`config.mk`:
```
export PLATFORM = sky130hd
export DESIGN_NAME = tsh_queue
export DESIGN_NICKNAME = d
export VERILOG_FILES = /design/src/hdl/tsh_pkg.sv /design/src/hdl/tsh_queue.sv
export SDC_FILE = /design/constraint.sdc
export NUM_CORES = 1
export LEC_CHECK = 0
export ABC_AREA = 1
export BUFFER_PORTS_ARGS = -buffer_cell sky130_fd_sc_hd__buf_2
export CAP_MARGIN = 20
export CORE_AREA = 2 2 39 41
export CTS_CLUSTER_DIAMETER = 150
export DETAILED_ROUTE_END_ITERATION = 7
export DIE_AREA = 0 0 41 43
export GPL_ROUTABILITY_DRIVEN = 0
export MAX_ROUTING_LAYER = met4
export PLACE_DENSITY = 0.71
export SKIP_CTS_REPAIR_TIMING = 1
export SYNTH_ARGS = -nofsm -noshare
export SYNTH_HDL_FRONTEND = slang
export SYNTH_SLANG_ARGS = --single-unit
export TNS_END_PERCENT = 5
```
`constraint.sdc`:
```
create_clock -name clock -period 1.25 [get_ports clock]
set_input_delay 0.25 -clock clock [delete_from_list [all_inputs] [get_ports clock]]
set_output_delay 0.25 -clock clock [all_outputs]
set_load 0.02 [all_outputs]
```
`src/hdl/tsh_pkg.sv`:
```
// tsh_pkg: types and constants shared by the triggered spike histogram blocks
// no dependencies; imported by the req and rsp interfaces and every module of the block
package tsh_pkg;

   localparam int FILL_W    = 14;   // window fill, sample and bin counters
   localparam int NBINS_W   = 7;    // bin count, up to 64
   localparam int DIV_STEPS = 14;   // quotient bits of the geometry divider
   localparam int OUT_CNT_W = 20;
   localparam int OUT_BIN_W = 6;
   localparam int OUT_TRL_W = 7;

   typedef enum logic [3:0] {
      REG_USE_ANALOG  = 4'd0,
      REG_TRIGGER_BIT = 4'd1,
      REG_THRESHOLD   = 4'd2,
      REG_RISING_EDGE = 4'd3,
      REG_PRE_SAMPLES = 4'd4,
      REG_POST_SAMPLES= 4'd5,
      REG_SAMPLES_BIN = 4'd6,
      REG_MAX_TRIALS  = 4'd7
   } reg_index_type;

   typedef enum logic [1:0] {
      ACT_SAMPLE = 2'd0,
      ACT_DELETE = 2'd1,
      ACT_CLEAR  = 2'd2
   } action_type;

   typedef struct packed {
      logic               use_analog;
      logic [3:0]         trigger_bit;
      logic signed [15:0] analog_threshold;
      logic               rising_edge;
      logic [12:0]        pre_samples;
      logic [12:0]        post_samples;
      logic [13:0]        samples_per_bin;
      logic [6:0]         max_trials;
   } cfg_type;

   typedef struct packed {
      logic               ready;
      logic               valid;
      logic [FILL_W-1:0]  total;
      logic [NBINS_W-1:0] nbins;
   } geo_type;

   typedef struct packed {
      logic [1:0] action;
      logic       spike;
      logic       level;
   } cmd_type;

   typedef struct packed {
      logic [OUT_BIN_W-1:0] bin_index;
      logic [OUT_CNT_W-1:0] bin_count;
      logic [OUT_TRL_W-1:0] trial_count;
      logic                 last;
   } out_type;

endpackage

```
`src/hdl/tsh_queue.sv`:
```
// tsh_queue: two-entry command queue between front and back
// depends on tsh_pkg
module tsh_queue (
   input  logic             clock,
   input  logic             reset,
   input  logic             push,
   input  tsh_pkg::cmd_type push_cmd,
   output logic             full,
   input  logic             pop,
   output tsh_pkg::cmd_type pop_cmd,
   output logic             empty
);
   import tsh_pkg::*;

   cmd_type    slot_ff [2];
   logic       wptr_ff, wptr_in;
   logic       rptr_ff, rptr_in;
   logic [1:0] count_ff, count_in;

   assign full    = (count_ff == 2'd2);
   assign empty   = (count_ff == 2'd0);
   assign pop_cmd = slot_ff[rptr_ff];

   always_comb begin
      wptr_in  = wptr_ff ^ push;
      rptr_in  = rptr_ff ^ pop;
      count_in = count_ff + 2'(push) - 2'(pop);
   end

   always_ff @(posedge clock) begin
      if (reset) begin
         wptr_ff  <= 1'b0;
         rptr_ff  <= 1'b0;
         count_ff <= '0;
      end else begin
         wptr_ff  <= wptr_in;
         rptr_ff  <= rptr_in;
         count_ff <= count_in;
      end
      if (push) slot_ff[wptr_ff] <= push_cmd;
   end

endmodule

```
==> metrics.md <==
| Metric | Value |
|---|---|
| Final Max Slew Viols | `0` |
| Synth Instances | `39` |
| Status | `complete, but fails checks` |
| Leak Pwr | `0.3081 nW` |
| DP HPWL | `562.3 um` |
| Wire per inst | `10.61 um` |
| Die H | `43 um` |
| Layout cell share with drive strength beyond 1 | `46.55%` |
| H-tree lvl count | `1` |
| CTS Buf Count | `3` |
| Initial core utilization | `35.71%` |
| Via count | `342` |
| Int Pwr | `0.6956 mW` |
| Most frequent cells in the layout | `8 x buf_2, 8 x edfxtp_1, 7 x inv_1` |
| Largest net degree at the start of global routing | `8` |
| CP required | `1000 ps` |
| DIE AREA | `0.001763 mm2` |
| Avg Vias per Cell | `4.622` |
| Slowest stage delay, CP | `390 ps` |
| Grt ovf | `0` |
| Worst-Skew Late Latency | `260 ps` |
| Fin nets | `71` |
| Switching portion of total power | `25.82%` |
| Synth Register Bits | `12` |
| # diodes | `0` |
| Worst path cell trace | `mux2_4 -> buf_6` |
| DRC errors left | `0` |
| Actual slew at the worst max-slew pin | `199.3 ps` |
| Core area | `0.001384 mm2` |
| Power Dens Cells | `1385 mW/mm2` |
| Netlist cell types | `10` |
| Worst setup path category | `flip-flop to output pin` |
| First-pass GRT wire length | `1.200 mm` |
| Initial drt markers | `1` |
| YS warnings | `0` |
| Die span in x | `41 um` |
| Unrepaired setup endpoints after global routing | `yes` |
| WP data arrival | `1100 ps` |
| Minimum clock period | `1346 ps` |
| Critical Path Source Type | `flip-flop` |
| Clk root buf | `clkbuf_4` |
| Initial antenna violation count | `0` |
| Final worst setup slack | `-95.77 ps` |
| Total of max-cap violations | `0` |
| DP Cell Count | `68` |
| Final Hold Fails | `0` |
| DRT Wirelength | `785 um` |
| Fmax | `743.1 MHz` |
| Final setup fails | `4` |
| Worst hold stages | `1` |
| Post-Syn Area per Cell | `12.67 um2` |
| Register area share after synthesis | `64.81%` |
| CP Capture Type | `output pin` |
| Non-filler cells, final | `74` |
| Hold Path Class | `input port to flip-flop` |
| Ports | `14` |
| Syn_nets | `51` |
| Clock transition at the registers of the reported paths | `70 ps` |
| P_sw | `0.2422 mW` |
| Rows | `14` |
| Reg power frac | `51.0%` |
| Max-Slew Margin vs Limit | `86.72%` |
| # clock sinks | `12` |
| Mapped cell area | `494.2 um2` |
| Gate power share | `23.6%` |
| Crit share post-route | `107.7%` |
| Post-route antenna net violation count | `0` |
| Worst R2R Path Depth | `9` |
| Failing checks | `negative setup slack` |
| Vias in the first global route | `331` |
| GRT Util Overall | `11.30%` |
| Fin area | `676.9 um2` |
| Pre-CTS setup slack | `-52.05 ps` |
| CP Max Fanout | `5` |
| Clk buf depth | `2` |
| Drt pass-1 iters | `2` |
| Placed cell areas | `579.3 um2` |
| Layout area overhead | `36.96%` |
| VDD IR max | `0.8006 mV` |
| Critical path's slowest cell | `dfxtp_4` |
| Clock Power Share | `25.4%` |
| Buffers on Ports | `13` |
| Clock tree from TritonCTS | `built` |
| Fin Clk Skew | `0.5166 ps` |
[layout make-up]
| cell class | count | area, um2 |
|---|---|---|
| inverter | 7 | 26.28 |
| timing repair buffer | 15 | 107.6 |
| multi-input combinational | 20 | 171.4 |
| clock buffer | 4 | 26.28 |
| fill | 131 | 706.9 |
| tap | 16 | 20.02 |
| sequential | 12 | 325.3 |
[Yosys cell counts]
library cell	n	area, um2
a21oi_1	1	5.000
nand2_1	3	11.26
mux2_2	4	45.04
nand3_1	1	5.000
nor2_1	6	22.52
edfxtp_1	8	240.2
ha_1	4	50.05
inv_1	7	26.28
xnor2_1	1	8.760
dfxtp_1	4	80.08
[kinds of logic (layout without fill, tap and decap cells)]
group           after synthesis  in the layout  synth area share, %
compound gates                1              1                1.012
buf+inv                       7             26                5.317
fa+ha+maj                     4              4                10.13
xor+xnor                      1              1                1.772
flops                        12             12                64.81
mux                           4              4                9.113
simple gates                 10             10                7.847
[metrics by stage]
step,setup TNS [ps],hold WS [ps],power [mW],utilization [%]
finish,-376.1,174.6,0.9377,48.92
global route,-608.1,158.2,0.9980,48.92
CTS,-1088,162.8,0.8982,43.76
detailed placement,-52.05,443.7,0.6529,41.86
global placement,0,438.3,0.6436,41.86
floorplan,0,316.7,0.5949,-
[worst max-delay path, delay by kind of cell, from the launching register on]
family	cells	cell delay, ps
DFF	1	390
buffers and inverters	1	130
muxes	1	310
[path summary, 6_finish.rpt]
path,start,slack (ps),end
worst min register to register,wptr_ff$_SDFF_PP0_,560,wptr_ff$_SDFF_PP0_
worst max register to register,count_ff[0]$_SDFF_PP0_,10,count_ff[1]$_SDFF_PP0_
worst max-delay path,rptr_ff$_SDFF_PP0_,-100,pop_cmd[1]
worst min-delay path,push_cmd[3],170,slot_ff[1][3]$_DFFE_PP_
[per-layer routing]
layer / track usage, % / wire length (um) / vias to the layer above
met3: 1.571 / 33 / 2
met2: 16.88 / 425 / 10
met1: 11.19 / 304 / 165
met5: - / 0 / -
li1: - / - / 165
met4: 12.00 / 21 / 0
[state kept, by name, indices dropped and copies added, names as in the netlist]
| name | count |
|---|---|
| wptr_ff | 1 |
| count_ff | 2 |
| slot_ff | 8 |
| rptr_ff | 1 |
[power by group through the flow]
| stage | combinational, mW | sequential [mW] | clock (mW) |
|---|---|---|---|
| 2_1_floorplan | 0.114 | 0.480 | 0 |
| 3_3_place_gp | 0.159 | 0.484 | 0 |
| 3_5_place_dp | 0.168 | 0.485 | 0 |
| 4_1_cts | 0.170 | 0.476 | 0.252 |
| 5_1_grt | 0.246 | 0.483 | 0.269 |
| 6_report | 0.221 | 0.479 | 0.238 |
Power figures use the tool's default switching activity.
