File: config.mk
export PLATFORM = sky130hd
export DESIGN_NAME = tsh_front_flat
export DESIGN_NICKNAME = d
export VERILOG_FILES = /design/src/hdl/tsh_pkg.sv /design/src/hdl/tsh_ifs.sv /design/src/hdl/tsh_front.sv /design/src/flat_wrapper.sv
export SDC_FILE = /design/constraint.sdc
export NUM_CORES = 1
export LEC_CHECK = 0
export BUFFER_PORTS_ARGS = -buffer_cell sky130_fd_sc_hd__buf_4
export CORE_MARGIN = 2
export CORE_UTILIZATION = 25
export DETAILED_ROUTE_END_ITERATION = 12
export PLACE_DENSITY_LB_ADDON = 0.12
export SYNTH_ARGS = -nofsm -noshare
export SYNTH_HDL_FRONTEND = slang
export SYNTH_SLANG_ARGS = --single-unit
File: constraint.sdc
create_clock -name vclk -period 2.6
set_input_delay 0.65 -clock vclk [all_inputs]
set_output_delay 0.65 -clock vclk [all_outputs]
set_load 0.05 [all_outputs]
File: src/hdl/tsh_pkg.sv
// tsh_pkg: types and constants shared by the triggered spike histogram blocks
// no dependencies; imported by the req and rsp interfaces and every module of the block
package tsh_pkg;

   localparam int FILL_W    = 14;   // window fill, sample and bin counters
   localparam int NBINS_W   = 7;    // bin count, up to 64
   localparam int DIV_STEPS = 14;   // quotient bits of the geometry divider
   localparam int OUT_CNT_W = 20;
   localparam int OUT_BIN_W = 6;
   localparam int OUT_TRL_W = 7;

   typedef enum logic [3:0] {
      REG_USE_ANALOG  = 4'd0,
      REG_TRIGGER_BIT = 4'd1,
      REG_THRESHOLD   = 4'd2,
      REG_RISING_EDGE = 4'd3,
      REG_PRE_SAMPLES = 4'd4,
      REG_POST_SAMPLES= 4'd5,
      REG_SAMPLES_BIN = 4'd6,
      REG_MAX_TRIALS  = 4'd7
   } reg_index_type;

   typedef enum logic [1:0] {
      ACT_SAMPLE = 2'd0,
      ACT_DELETE = 2'd1,
      ACT_CLEAR  = 2'd2
   } action_type;

   typedef struct packed {
      logic               use_analog;
      logic [3:0]         trigger_bit;
      logic signed [15:0] analog_threshold;
      logic               rising_edge;
      logic [12:0]        pre_samples;
      logic [12:0]        post_samples;
      logic [13:0]        samples_per_bin;
      logic [6:0]         max_trials;
   } cfg_type;

   typedef struct packed {
      logic               ready;
      logic               valid;
      logic [FILL_W-1:0]  total;
      logic [NBINS_W-1:0] nbins;
   } geo_type;

   typedef struct packed {
      logic [1:0] action;
      logic       spike;
      logic       level;
   } cmd_type;

   typedef struct packed {
      logic [OUT_BIN_W-1:0] bin_index;
      logic [OUT_CNT_W-1:0] bin_count;
      logic [OUT_TRL_W-1:0] trial_count;
      logic                 last;
   } out_type;

endpackage

File: src/hdl/tsh_ifs.sv
// tsh_ifs: valid/ready channel interfaces of the triggered spike histogram
// depends on tsh_pkg
interface tsh_req_if;
   import tsh_pkg::*;
   logic               valid;
   logic               ready;
   logic [1:0]         action;
   logic               spike;
   logic [15:0]        digital_word;
   logic signed [15:0] analog_sample;
   modport source(output valid, action, spike, digital_word, analog_sample, input ready);
   modport sink(input valid, action, spike, digital_word, analog_sample, output ready);
endinterface


File: src/hdl/tsh_front.sv
// tsh_front: accepts request items and works out the trigger level
// depends on tsh_pkg and tsh_req_if
module tsh_front (
   tsh_req_if.sink          req,
   input  tsh_pkg::cfg_type cfg,
   input  logic             full,
   output logic             push,
   output tsh_pkg::cmd_type cmd
);
   import tsh_pkg::*;

   assign req.ready  = !full;
   assign push       = req.valid && !full;
   assign cmd.action = req.action;
   assign cmd.spike  = req.spike;
   assign cmd.level  = cfg.use_analog ? (req.analog_sample >= cfg.analog_threshold)
                                      : req.digital_word[cfg.trigger_bit];

endmodule

File: src/flat_wrapper.sv
// flat-port wrapper written by rule: the top's interface ports become plain ports
module tsh_front_flat import tsh_pkg::*;
  (cfg, full, push, cmd, req_valid, req_action, req_spike, req_digital_word, req_analog_sample, req_ready);
  tsh_req_if req_i ();
  input  tsh_pkg::cfg_type cfg;
  input  logic full;
  output logic push;
  output tsh_pkg::cmd_type cmd;
  input wire logic [$bits(req_i.valid)-1:0] req_valid;
  input wire logic [$bits(req_i.action)-1:0] req_action;
  input wire logic [$bits(req_i.spike)-1:0] req_spike;
  input wire logic [$bits(req_i.digital_word)-1:0] req_digital_word;
  input wire logic [$bits(req_i.analog_sample)-1:0] req_analog_sample;
  output wire logic [$bits(req_i.ready)-1:0] req_ready;
  assign req_i.valid = req_valid;
  assign req_i.action = req_action;
  assign req_i.spike = req_spike;
  assign req_i.digital_word = req_digital_word;
  assign req_i.analog_sample = req_analog_sample;
  assign req_ready = req_i.ready;
  tsh_front u_core (.req(req_i), .cfg(cfg), .full(full), .push(push), .cmd(cmd));
endmodule
==> results.yml <==
run_status:
  run_status: "finished, violations left"
  violations: "setup timing"
sta:
  final_critical_path_setup_slack_ps: -339
  final-setup-viol-count: 1
  finalCritPeriodShare_pct: 113
  maxSlewViolCount: 0
  fmax_mhz: 340
  worst-slew-pin-transition_ps: 264
  grt_setup_unrepaired: "yes"
  final.setup.tns_ps: -339
  hold_viol: 0
  final.min_clock_period_ps: 2940
  slew_headroom_pct: 82.3
synthesis:
  post-synth-top-area-fraction_pct: 33.3
  synth_cells: 74
  syn-num-nets: 196
  yosysTopAreaCell: "sky130_fd_sc_hd__ha_1"
  number_of_distinct_library_cell_variants_in_the_gate_level_netlist_after_synthesis: 20
  synthesis.area_um2: 602
  syn-mean-instance-area_um2: 8.13
  yosys-top-cells-area: "sky130_fd_sc_hd__ha_1 (33%), sky130_fd_sc_hd__mux4_1 (17%), sky130_fd_sc_hd__inv_1 (12%), sky130_fd_sc_hd__nand4_1 (5.2%), sky130_fd_sc_hd__a21oi_1 (5.0%)"
  synth_warnings: 0
  yosysSeqAreaShare_pct: 0
job:
  max_cap_violations: 0
drt:
  routed_wl_mm: 1.69
  drt_iter0_drc: 8
  drtPass1Iterations: 4
  wire_length_per_cell_um: 10.5
  dr_vias: 736
  route.antenna.remaining_nets: 0
  via_per_inst: 4.57
  post-route-drc-count: 0
finish:
  fin_nets: 257
  design_area_mm2: 0.00114
  layout-drive-gt1-share_pct: 51.9
  num_antenna_cells: 0
  seq_area_um2: 0
  syn_to_final_growth_pct: 89.2
  multi_input_area_um2: 532
  fillCellCount: 221
  finalCoreUtilization_pct: 50.5
  clock_buffer_count: 0
  nFlopsAndLatches: 0
setup_path:
  cp_data_required_time_ps: 1950
  worst_setup_path_startpoint: "cfg[49]"
  crit_end: "cmd[0]"
  crit_path_max_fanout: 2
  start_kind: "input pin"
  worstSetupEndpointType: "output pin"
  path_cells: "buf_8, inv_12, ha_4, nor2b_4, o211ai_1, a2111o_1, a311oi_2, and3b_2, buf_8"
  critical_path.most_common_cell: "sky130_fd_sc_hd__buf_8"
  worstPathArrival_ps: 2290
  crit_type: "input pin to output pin"
  timing.critical_path.depth: 9
  crit_family: "compound AO/OA/AOI/OAI gates"
  worst_path_max_delay_cell: "sky130_fd_sc_hd__a2111o_1"
  worstPathBufferInverterCount: 3
  crit_path_max_incr_delay_ps: 450
floorplanning:
  num_rows: 17
  core_footprint_mm2: 0.00225
  floorplan.initialDensity_pct: 26.7
  die_area_mm2: 0.00282
  floorplan.die.width_um: 53.1
  die_outline_height_um: 53.1
  floorplan.io_pins: 112
grt:
  globalRoute.totalOverflow: 0
  number_of_antenna_violations_at_the_first_check_in_global_routing: 0
  grt_max_degree: 5
  globalRouteTotalUtil_pct: 11.8
  vias_in_the_first_global_route: 697
  grt_pass1_wl_mm: 2.66
placed_design:
  dpl_cell_area_mm2: 0.00111
  dp_hpwl_mm: 1.54
  pre_cts_slack_ps: -399
  routabilityCongestion: 0.650
  port_buffers: 58
pwr:
  share_clk_of_total_power_pct: 0
  power_frac_comb_pct: 100.0
  leak_pwr_nw: 0.634
  power_mw: 0.180
  max-vdd-ir-drop_v: 0.0000850
  switching_power_mw: 0.0699
  power_frac_seq_pct: 0
  power_density_mw_per_mm2: 158
  swShare_pct: 38.8
  p_int_mw: 0.110
min_path:
  holdCritPathClass: "input pin to output pin"
  hold_path_depth: 0
  worst_hold_startpoint: "req_action[1]"
-- worst min path at each step --
stage,end,slack [ps]
2_1_floorplan,cmd[1],1470
3_3_place_gp,cmd[1],1300
3_5_place_dp,cmd[1],1300
4_1_cts,cmd[1],1300
5_1_grt,cmd[3],1300
6_report,cmd[3],1300
-- metrics by stage --
step	cells	hold WS, ps
6_report	161	1300
5_1_grt	161	1300
4_1_cts	161	1300
3_5_place_dp	161	1300
3_3_place_gp	161	1300
2_1_floorplan	74	1470
-- per-layer routing --
layer | global-route usage [%] | up-vias | routed length, um
li1 | - | 389 | -
met4 | 0 | 0 | 0
met2 | 22.1 | 44 | 795
met1 | 15.5 | 303 | 674
met3 | 1.13 | 0 | 221
met5 | 0 | - | 0
-- cells by family (layout without fill, tap and decap cells) --
kind of cell               count (synthesis)  count (layout)  synth area share [%]
and+or+nand+nor                           16              16                  16.0
adders and majority gates                 16              16                  33.3
AOI/OAI and AO/OA                         13              13                  13.5
muxes                                      6               6                  21.0
buffers and inverters                     23              82                  16.2
-- cell usage in the layout (no fill, tap or decap), drive strengths merged --
cell type	count
a22oi	1
o21ai	2
mux2i	1
buf	62
a311oi	1
o211ai	1
and3b	1
nand2	3
mux4	4
nor2b	3
a2111o	1
nand4	5
ha	16
a21oi	6
a31oi	1
mux2	1
nor3	1
inv	20
nor2	1
nor4	2
-- power by group through the flow --
stage,combinational (mW),sequential [mW],clock (mW)
2_1_floorplan,0.0912,0,0
3_5_place_dp,0.172,0,0
3_3_place_gp,0.167,0,0
5_1_grt,0.201,0,0
4_1_cts,0.179,0,0
6_report,0.180,0,0
-- cell usage after synthesis (all sizes together) --
cell	instances
nand2	3
a21oi	6
a311oi	1
nor2	1
and3b	1
o21ai	2
buf	3
mux2i	1
ha	16
nor4	2
a22oi	1
a2111o	1
mux4	4
inv	20
o211ai	1
mux2	1
nor2b	3
a31oi	1
nor3	1
nand4	5
-- cell type report --
type                            instances  area share, %
Timing Repair Buffer                   62           42.5
Inverter                               20           7.69
Multi-Input combinational cell         51           46.7
Tap cell                               28           3.08
-- timing repair --
action,CTS,global route
hold buffers,0,0
buffers inserted,0,0
endpoints found under the setup margin,1,1
resized for setup,5,3
pin swaps,4,2
No activity file was read; power rests on OpenSTA's default activity.
