`config.mk`:
```
export PLATFORM = sky130hd
export DESIGN_NAME = tsh_cfg_flat
export DESIGN_NICKNAME = d
export VERILOG_FILES = /design/src/hdl/tsh_pkg.sv /design/src/hdl/tsh_ifs.sv /design/src/hdl/tsh_cfg.sv /design/src/flat_wrapper.sv
export SDC_FILE = /design/constraint.sdc
export NUM_CORES = 1
export LEC_CHECK = 0
export BUFFER_PORTS_ARGS = -buffer_cell sky130_fd_sc_hd__buf_2
export CAP_MARGIN = 20
export CORE_MARGIN = 4
export CORE_UTILIZATION = 49
export CTS_CLUSTER_SIZE = 24
export DETAILED_ROUTE_END_ITERATION = 7
export MAX_ROUTING_LAYER = met4
export PLACE_DENSITY = 0.77
export SLEW_MARGIN = 25
export SYNTH_ARGS = -nofsm -noshare
export SYNTH_HDL_FRONTEND = slang
export SYNTH_SLANG_ARGS = --single-unit
```
`constraint.sdc`:
```
create_clock -name clock -period 2.5 [get_ports clock]
set_clock_uncertainty 0.15 [all_clocks]
set_input_delay 0 -clock clock [delete_from_list [all_inputs] [get_ports clock]]
set_output_delay 0 -clock clock [all_outputs]
set_load 0.05 [all_outputs]
```
`src/hdl/tsh_pkg.sv`:
```
// tsh_pkg: types and constants shared by the triggered spike histogram blocks
// no dependencies; imported by the req and rsp interfaces and every module of the block
package tsh_pkg;

   localparam int FILL_W    = 14;   // window fill, sample and bin counters
   localparam int NBINS_W   = 7;    // bin count, up to 64
   localparam int DIV_STEPS = 14;   // quotient bits of the geometry divider
   localparam int OUT_CNT_W = 20;
   localparam int OUT_BIN_W = 6;
   localparam int OUT_TRL_W = 7;

   typedef enum logic [3:0] {
      REG_USE_ANALOG  = 4'd0,
      REG_TRIGGER_BIT = 4'd1,
      REG_THRESHOLD   = 4'd2,
      REG_RISING_EDGE = 4'd3,
      REG_PRE_SAMPLES = 4'd4,
      REG_POST_SAMPLES= 4'd5,
      REG_SAMPLES_BIN = 4'd6,
      REG_MAX_TRIALS  = 4'd7
   } reg_index_type;

   typedef enum logic [1:0] {
      ACT_SAMPLE = 2'd0,
      ACT_DELETE = 2'd1,
      ACT_CLEAR  = 2'd2
   } action_type;

   typedef struct packed {
      logic               use_analog;
      logic [3:0]         trigger_bit;
      logic signed [15:0] analog_threshold;
      logic               rising_edge;
      logic [12:0]        pre_samples;
      logic [12:0]        post_samples;
      logic [13:0]        samples_per_bin;
      logic [6:0]         max_trials;
   } cfg_type;

   typedef struct packed {
      logic               ready;
      logic               valid;
      logic [FILL_W-1:0]  total;
      logic [NBINS_W-1:0] nbins;
   } geo_type;

   typedef struct packed {
      logic [1:0] action;
      logic       spike;
      logic       level;
   } cmd_type;

   typedef struct packed {
      logic [OUT_BIN_W-1:0] bin_index;
      logic [OUT_CNT_W-1:0] bin_count;
      logic [OUT_TRL_W-1:0] trial_count;
      logic                 last;
   } out_type;

endpackage

```
`src/hdl/tsh_ifs.sv`:
```


interface tsh_csr_if;
   logic        valid;
   logic        ready;
   logic [3:0]  index;
   logic [15:0] data;
   modport source(output valid, index, data, input ready);
   modport sink(input valid, index, data, output ready);
endinterface

```
`src/hdl/tsh_cfg.sv`:
```
// tsh_cfg: configuration registers and the iterative geometry check
// depends on tsh_pkg and tsh_csr_if
module tsh_cfg #(
   parameter int WINDOW_DEPTH = 8192,
   parameter int MAX_BINS     = 64
) (
   input  logic              clock,
   input  logic              reset,
   tsh_csr_if.sink           csr,
   output tsh_pkg::cfg_type  cfg,
   output tsh_pkg::geo_type  geo,
   output logic              clear
);
   import tsh_pkg::*;

   cfg_type           cfg_ff, cfg_in;
   logic              pend_ff, pend_in;
   logic              busy_ff, busy_in;
   logic [3:0]        cnt_ff, cnt_in;
   logic [FILL_W:0]   rem_ff, rem_in;
   logic [FILL_W-1:0] quo_ff, quo_in;
   logic [FILL_W-1:0] total;
   logic [FILL_W:0]   trial;

   assign csr.ready = 1'b1;
   assign cfg       = cfg_ff;
   assign total     = {1'b0, cfg_ff.pre_samples} + {1'b0, cfg_ff.post_samples};

   always_comb begin
      cfg_in = cfg_ff;
      clear  = 1'b0;
      if (csr.valid) begin
         clear = 1'b1;
         unique case (csr.index)
            REG_USE_ANALOG:   cfg_in.use_analog       = csr.data[0];
            REG_TRIGGER_BIT:  cfg_in.trigger_bit      = csr.data[3:0];
            REG_THRESHOLD:    cfg_in.analog_threshold = csr.data;
            REG_RISING_EDGE:  cfg_in.rising_edge      = csr.data[0];
            REG_PRE_SAMPLES:  cfg_in.pre_samples      = csr.data[12:0];
            REG_POST_SAMPLES: cfg_in.post_samples     = csr.data[12:0];
            REG_SAMPLES_BIN:  cfg_in.samples_per_bin  = csr.data[13:0];
            REG_MAX_TRIALS:   cfg_in.max_trials       = csr.data[6:0];
            default:          clear = 1'b0;
         endcase
      end
   end

   // restoring divide of the window length by the bin size, one bit a cycle
   always_comb begin
      pend_in = pend_ff | clear;
      busy_in = busy_ff;
      cnt_in  = cnt_ff;
      rem_in  = rem_ff;
      quo_in  = quo_ff;
      trial   = {rem_ff[FILL_W-1:0], quo_ff[FILL_W-1]};
      if (pend_ff) begin
         pend_in = clear;
         busy_in = 1'b1;
         cnt_in  = 4'(DIV_STEPS);
         rem_in  = '0;
         quo_in  = total;
      end else if (busy_ff) begin
         if (trial >= {1'b0, cfg_ff.samples_per_bin}) begin
            rem_in = trial - {1'b0, cfg_ff.samples_per_bin};
            quo_in = {quo_ff[FILL_W-2:0], 1'b1};
         end else begin
            rem_in = trial;
            quo_in = {quo_ff[FILL_W-2:0], 1'b0};
         end
         cnt_in = cnt_ff - 4'd1;
         if (cnt_ff == 4'd1) busy_in = 1'b0;
      end
   end

   always_ff @(posedge clock) begin
      if (reset) begin
         cfg_ff.use_analog       <= 1'b0;
         cfg_ff.trigger_bit      <= '0;
         cfg_ff.analog_threshold <= '0;
         cfg_ff.rising_edge      <= 1'b1;
         cfg_ff.pre_samples      <= 13'd1;
         cfg_ff.post_samples     <= 13'd1;
         cfg_ff.samples_per_bin  <= 14'd1;
         cfg_ff.max_trials       <= 7'd64;
         pend_ff                 <= 1'b1;
         busy_ff                 <= 1'b0;
         cnt_ff                  <= '0;
      end else begin
         cfg_ff  <= cfg_in;
         pend_ff <= pend_in;
         busy_ff <= busy_in;
         cnt_ff  <= cnt_in;
      end
      rem_ff <= rem_in;
      quo_ff <= quo_in;
   end

   assign geo.ready = !pend_ff && !busy_ff;
   assign geo.total = total;
   assign geo.nbins = NBINS_W'(quo_ff);
   assign geo.valid = (cfg_ff.pre_samples != '0) && (cfg_ff.post_samples != '0)
                   && (32'(total) <= WINDOW_DEPTH) && (cfg_ff.samples_per_bin != '0)
                   && (rem_ff == '0) && (32'(quo_ff) <= MAX_BINS);

endmodule

```
`src/flat_wrapper.sv`:
```
// flat-port wrapper written by rule: the top's interface ports become plain ports
module tsh_cfg_flat import tsh_pkg::*;
#(
   parameter int WINDOW_DEPTH = 8192,
   parameter int MAX_BINS     = 64
)
  (clock, reset, cfg, geo, clear, csr_valid, csr_index, csr_data, csr_ready);
  tsh_csr_if csr_i ();
  input  logic clock;
  input  logic reset;
  output tsh_pkg::cfg_type cfg;
  output tsh_pkg::geo_type geo;
  output logic clear;
  input wire logic [$bits(csr_i.valid)-1:0] csr_valid;
  input wire logic [$bits(csr_i.index)-1:0] csr_index;
  input wire logic [$bits(csr_i.data)-1:0] csr_data;
  output wire logic [$bits(csr_i.ready)-1:0] csr_ready;
  assign csr_i.valid = csr_valid;
  assign csr_i.index = csr_index;
  assign csr_i.data = csr_data;
  assign csr_ready = csr_i.ready;
  tsh_cfg #(.WINDOW_DEPTH(WINDOW_DEPTH), .MAX_BINS(MAX_BINS)) u_core (.clock(clock), .reset(reset), .csr(csr_i), .cfg(cfg), .geo(geo), .clear(clear));
endmodule
```
==> flow_summary.yaml <==
synth:
  synth_top_area_share_pct: 32.0
  synthAdderAreaFrac_pct: 7.17
  synth.largest_area_cell: "dfxtp_1"
  ys_warn_count: 0
  synthMuxAreaShare_pct: 10.0
  synth_seq_cells: 104
  postSynthAreaPerCell_um2: 8.76
  ys.flop_type: "dfxtp_1"
  yosys-top-cells-count: "dfxtp_1 (90), nand2_1 (77), nor2_1 (70)"
  syn-num-nets: 696
  syn_inst: 642
  synth_top_family_by_area: "simple AND/OR/NAND/NOR gates"
  yosysMostFrequentCell: "dfxtp_1"
  async_reset_ff_share_pct: 0
  netlist_area_um2: 5620
  synth.area.top_cells: "dfxtp_1 (32%), mux2i_1 (8.0%), edfxtp_1 (7.5%)"
  synth_compound_area_share_pct: 16.0
  synth_edf_count: 14
  synth_cell_type_count: 64
  ys_seq_area_share_pct: 39.5
  synth_simple_gate_area_share_pct: 19.0
  synth_xor_area_share_pct: 2.49
placement:
  dp_hpwl_um: 12600
  gp_congestion: 0.944
  numPlacedInstances: 929
  port_buffers: 115
worst_setup_path:
  arrival_ns: 2.81
  required_ns: 2.35
  end_kind: "primary output"
  worstRegToRegCells: 11
  r2r_slack_ns: -0.14
  r2r_start: "u_core.cfg[34]"
  cp_max_fo: 3
  startpoint_type: "flop"
  crit_type: "reg -> out"
  r2r-end: "u_core.quo_ff[13]"
sta:
  min_period_over_period_pct: 119
  tns_ns: -2.45
  tightest_slew_ns: 0.834
  setup_ws_ns: -0.465
  slew_headroom_pct: 44.4
  drv_slew: 0
  min_period_ns: 2.96
  rsz0062_at_grt: "yes"
  fmax_ghz: 0.337
  hold_viol_final: 0
  finalSetupViolCount: 16
clock_network:
  clk-insertion-delay-late_ns: 0.34
  cts_tree: "built"
  cts.root.buffer_cell: "clkbuf_16"
  cts_htree_levels: 3
  clkTransAtPathRegs_ns: 0.07
  clockBufferDepth: 2
  clkSinkCount: 104
  numCtsBuffers: 9
worst_hold_path:
  whs_path_depth: 2
  worstHoldEndpoint: "u_core.cfg[10]"
  worstHoldStart: "reset"
  hold_class: "in -> reg"
global_routing:
  use_met3_pct: 4.05
  grt_pass1_wl_um: 28000
  grt_overflow: 0
  busiest_layer: "met2"
  grtUsageMet1_pct: 34.7
  grt_max_degree: 49
  antenna_found_initial: 0
  grt_use_met2_pct: 43.6
  track_usage_pct: 27.2
  first_global_vias: 5572
cells_and_area:
  seq_area_um2: 2290
  nets: 894
  multi_input_area_um2: 3510
  syn2layout_area_growth_pct: 41.6
  instances_no_fill: 985
  diodes: 0
  utilization_pct: 72.2
  nFillCells: 818
  drive_above_1_share_pct: 39.3
floorplan:
  die_area_um2: 13300
  io-pin-count: 117
  die_h_um: 115
  die_x_um: 115
  rows: 38
  start_util_pct: 51.0
  core_area_um2: 11000
power_and_ir_drop:
  pwr-share-clk_pct: 28.0
  netSwitchingFraction_pct: 33.4
  p_leak_nw: 3.48
  comb_power_share_pct: 33.5
  irDropWorstVdd_uv: 385
  p_switching_mw: 1.62
  power_density_nw_per_um2: 607
  fin_total_pwr_mw: 4.83
  p_seq_share_pct: 38.4
  p_int_mw: 3.21
flow_run:
  cap_violations: 0
route:
  vias: 5584
  ant_nets: 0
  avgRoutedWirePerCell_um: 18.7
  finalWirelength_um: 18400
  first_iter_violations: 302
  viasPerCell: 5.67
  dr.pass1.iters: 5
  drcViolationCount: 0
run_status:
  outcome: "finished, violations left"
  violations: "setup timing"
[per-stage QoR]
step	instance area, µm²	hold slack (ns)	setup slack [ns]
3_3_place_gp	6900	0.0901	-0.115
2_1_floorplan	5810	-0.0321	-0.199
5_1_grt	7960	0.124	-0.539
4_1_cts	7670	0.0866	-0.415
3_5_place_dp	6900	0.101	-0.224
6_report	7960	0.0986	-0.465
[cell usage in the layout, fill, tap and decap left out, types with 7 or more instances in the layout]
cell and count:
buf_2 105, buf_4 86, nand2_1 77, nor2_1 67, dfxtp_1 61, a21oi_1 50
mux2i_1 45, inv_1 27, dlygate4sd3_1 20, nor4_1 15, ha_1 15, dfxtp_2 15
dfxtp_4 14, edfxtp_1 14, o21ai_0 11, ha_4 10, buf_6 10, clkbuf_16 9
nor3_1 8, nand2b_1 8, o21a_1 8, xnor2_1 8, a21o_1 7, nor2b_1 7
[flip-flops by register name, summed over array words and instances (netlist names)]
| signal | flops |
|---|---|
| u_core.cnt_ff | 4 |
| u_core.quo_ff | 14 |
| u_core.pend_ff | 1 |
| u_core.rem_ff | 15 |
| u_core.cfg | 69 |
| u_core.busy_ff | 1 |
[worst max-delay path by stage]
stage / from / end / slack (ns) / cells after the start
after global placement: u_core.cfg[21] / geo[21] / -0.12 / 11
final: u_core.cfg[34] / geo[21] / -0.46 / 11
after global routing: u_core.cfg[34] / geo[21] / -0.54 / 11
after detailed placement: u_core.cfg[21] / geo[21] / -0.22 / 11
after floorplan: u_core.cfg[34] / geo[21] / -0.20 / 10
after CTS: u_core.cfg[21] / geo[21] / -0.41 / 11
[per-layer routing]
| metal | vias up | share of wire [%] |
|---|---|---|
| met5 | - | 0 |
| met3 | 34 | 6.8 |
| li1 | 2638 | - |
| met2 | 238 | 49 |
| met1 | 2674 | 42 |
| met4 | 0 | 2.5 |
[logic make-up after synthesis]
logic type | count (synthesis)
xor+xnor | 16
fa+ha+maj | 31
compound gates | 137
flops | 104
simple gates | 225
buf+inv | 73
mux | 55
other cells | 1
[final cells by class]
class                           count  share of cell area [%]
Multi-Input combinational cell    465                    44.2
Sequential cell                   104                    28.8
Timing Repair Buffer              227                    19.8
Clock buffer                       12                    3.10
Tap cell                          140                    2.20
Inverter                           33                    1.59
Clock inverter                      4                   0.377
[worst max-delay path, cell delays in order, from the launching register on]
cell and delay, ns:
dfxtp_4 0.36, ha_4 0.14, inv_2 0.04, fa_2 0.34
nor2b_2 0.15, o31a_1 0.20, o211ai_1 0.14, nand2_1 0.14
mux2_4 0.31, nor4_2 0.27, a32o_2 0.23, buf_8 0.15
[what timing repair did]
action | CTS | global route
endpoints found under the hold margin | 70 | 0
resized for setup | 53 | 54
setup buffers | 11 | 16
setup endpoints to repair | 15 | 28
hold buffers | 20 | 0
gates cloned | 0 | 1
pin swaps | 26 | 35
[power groups by stage]
stage | clock, mW | sequential, mW | combinational (mW)
2_1_floorplan | 0 | 1.92 | 0.937
3_3_place_gp | 0 | 1.88 | 1.28
3_5_place_dp | 0 | 1.89 | 1.31
4_1_cts | 1.35 | 1.85 | 1.38
5_1_grt | 1.43 | 1.87 | 1.73
6_report | 1.35 | 1.86 | 1.62
(Power assumes the default switching activity.)
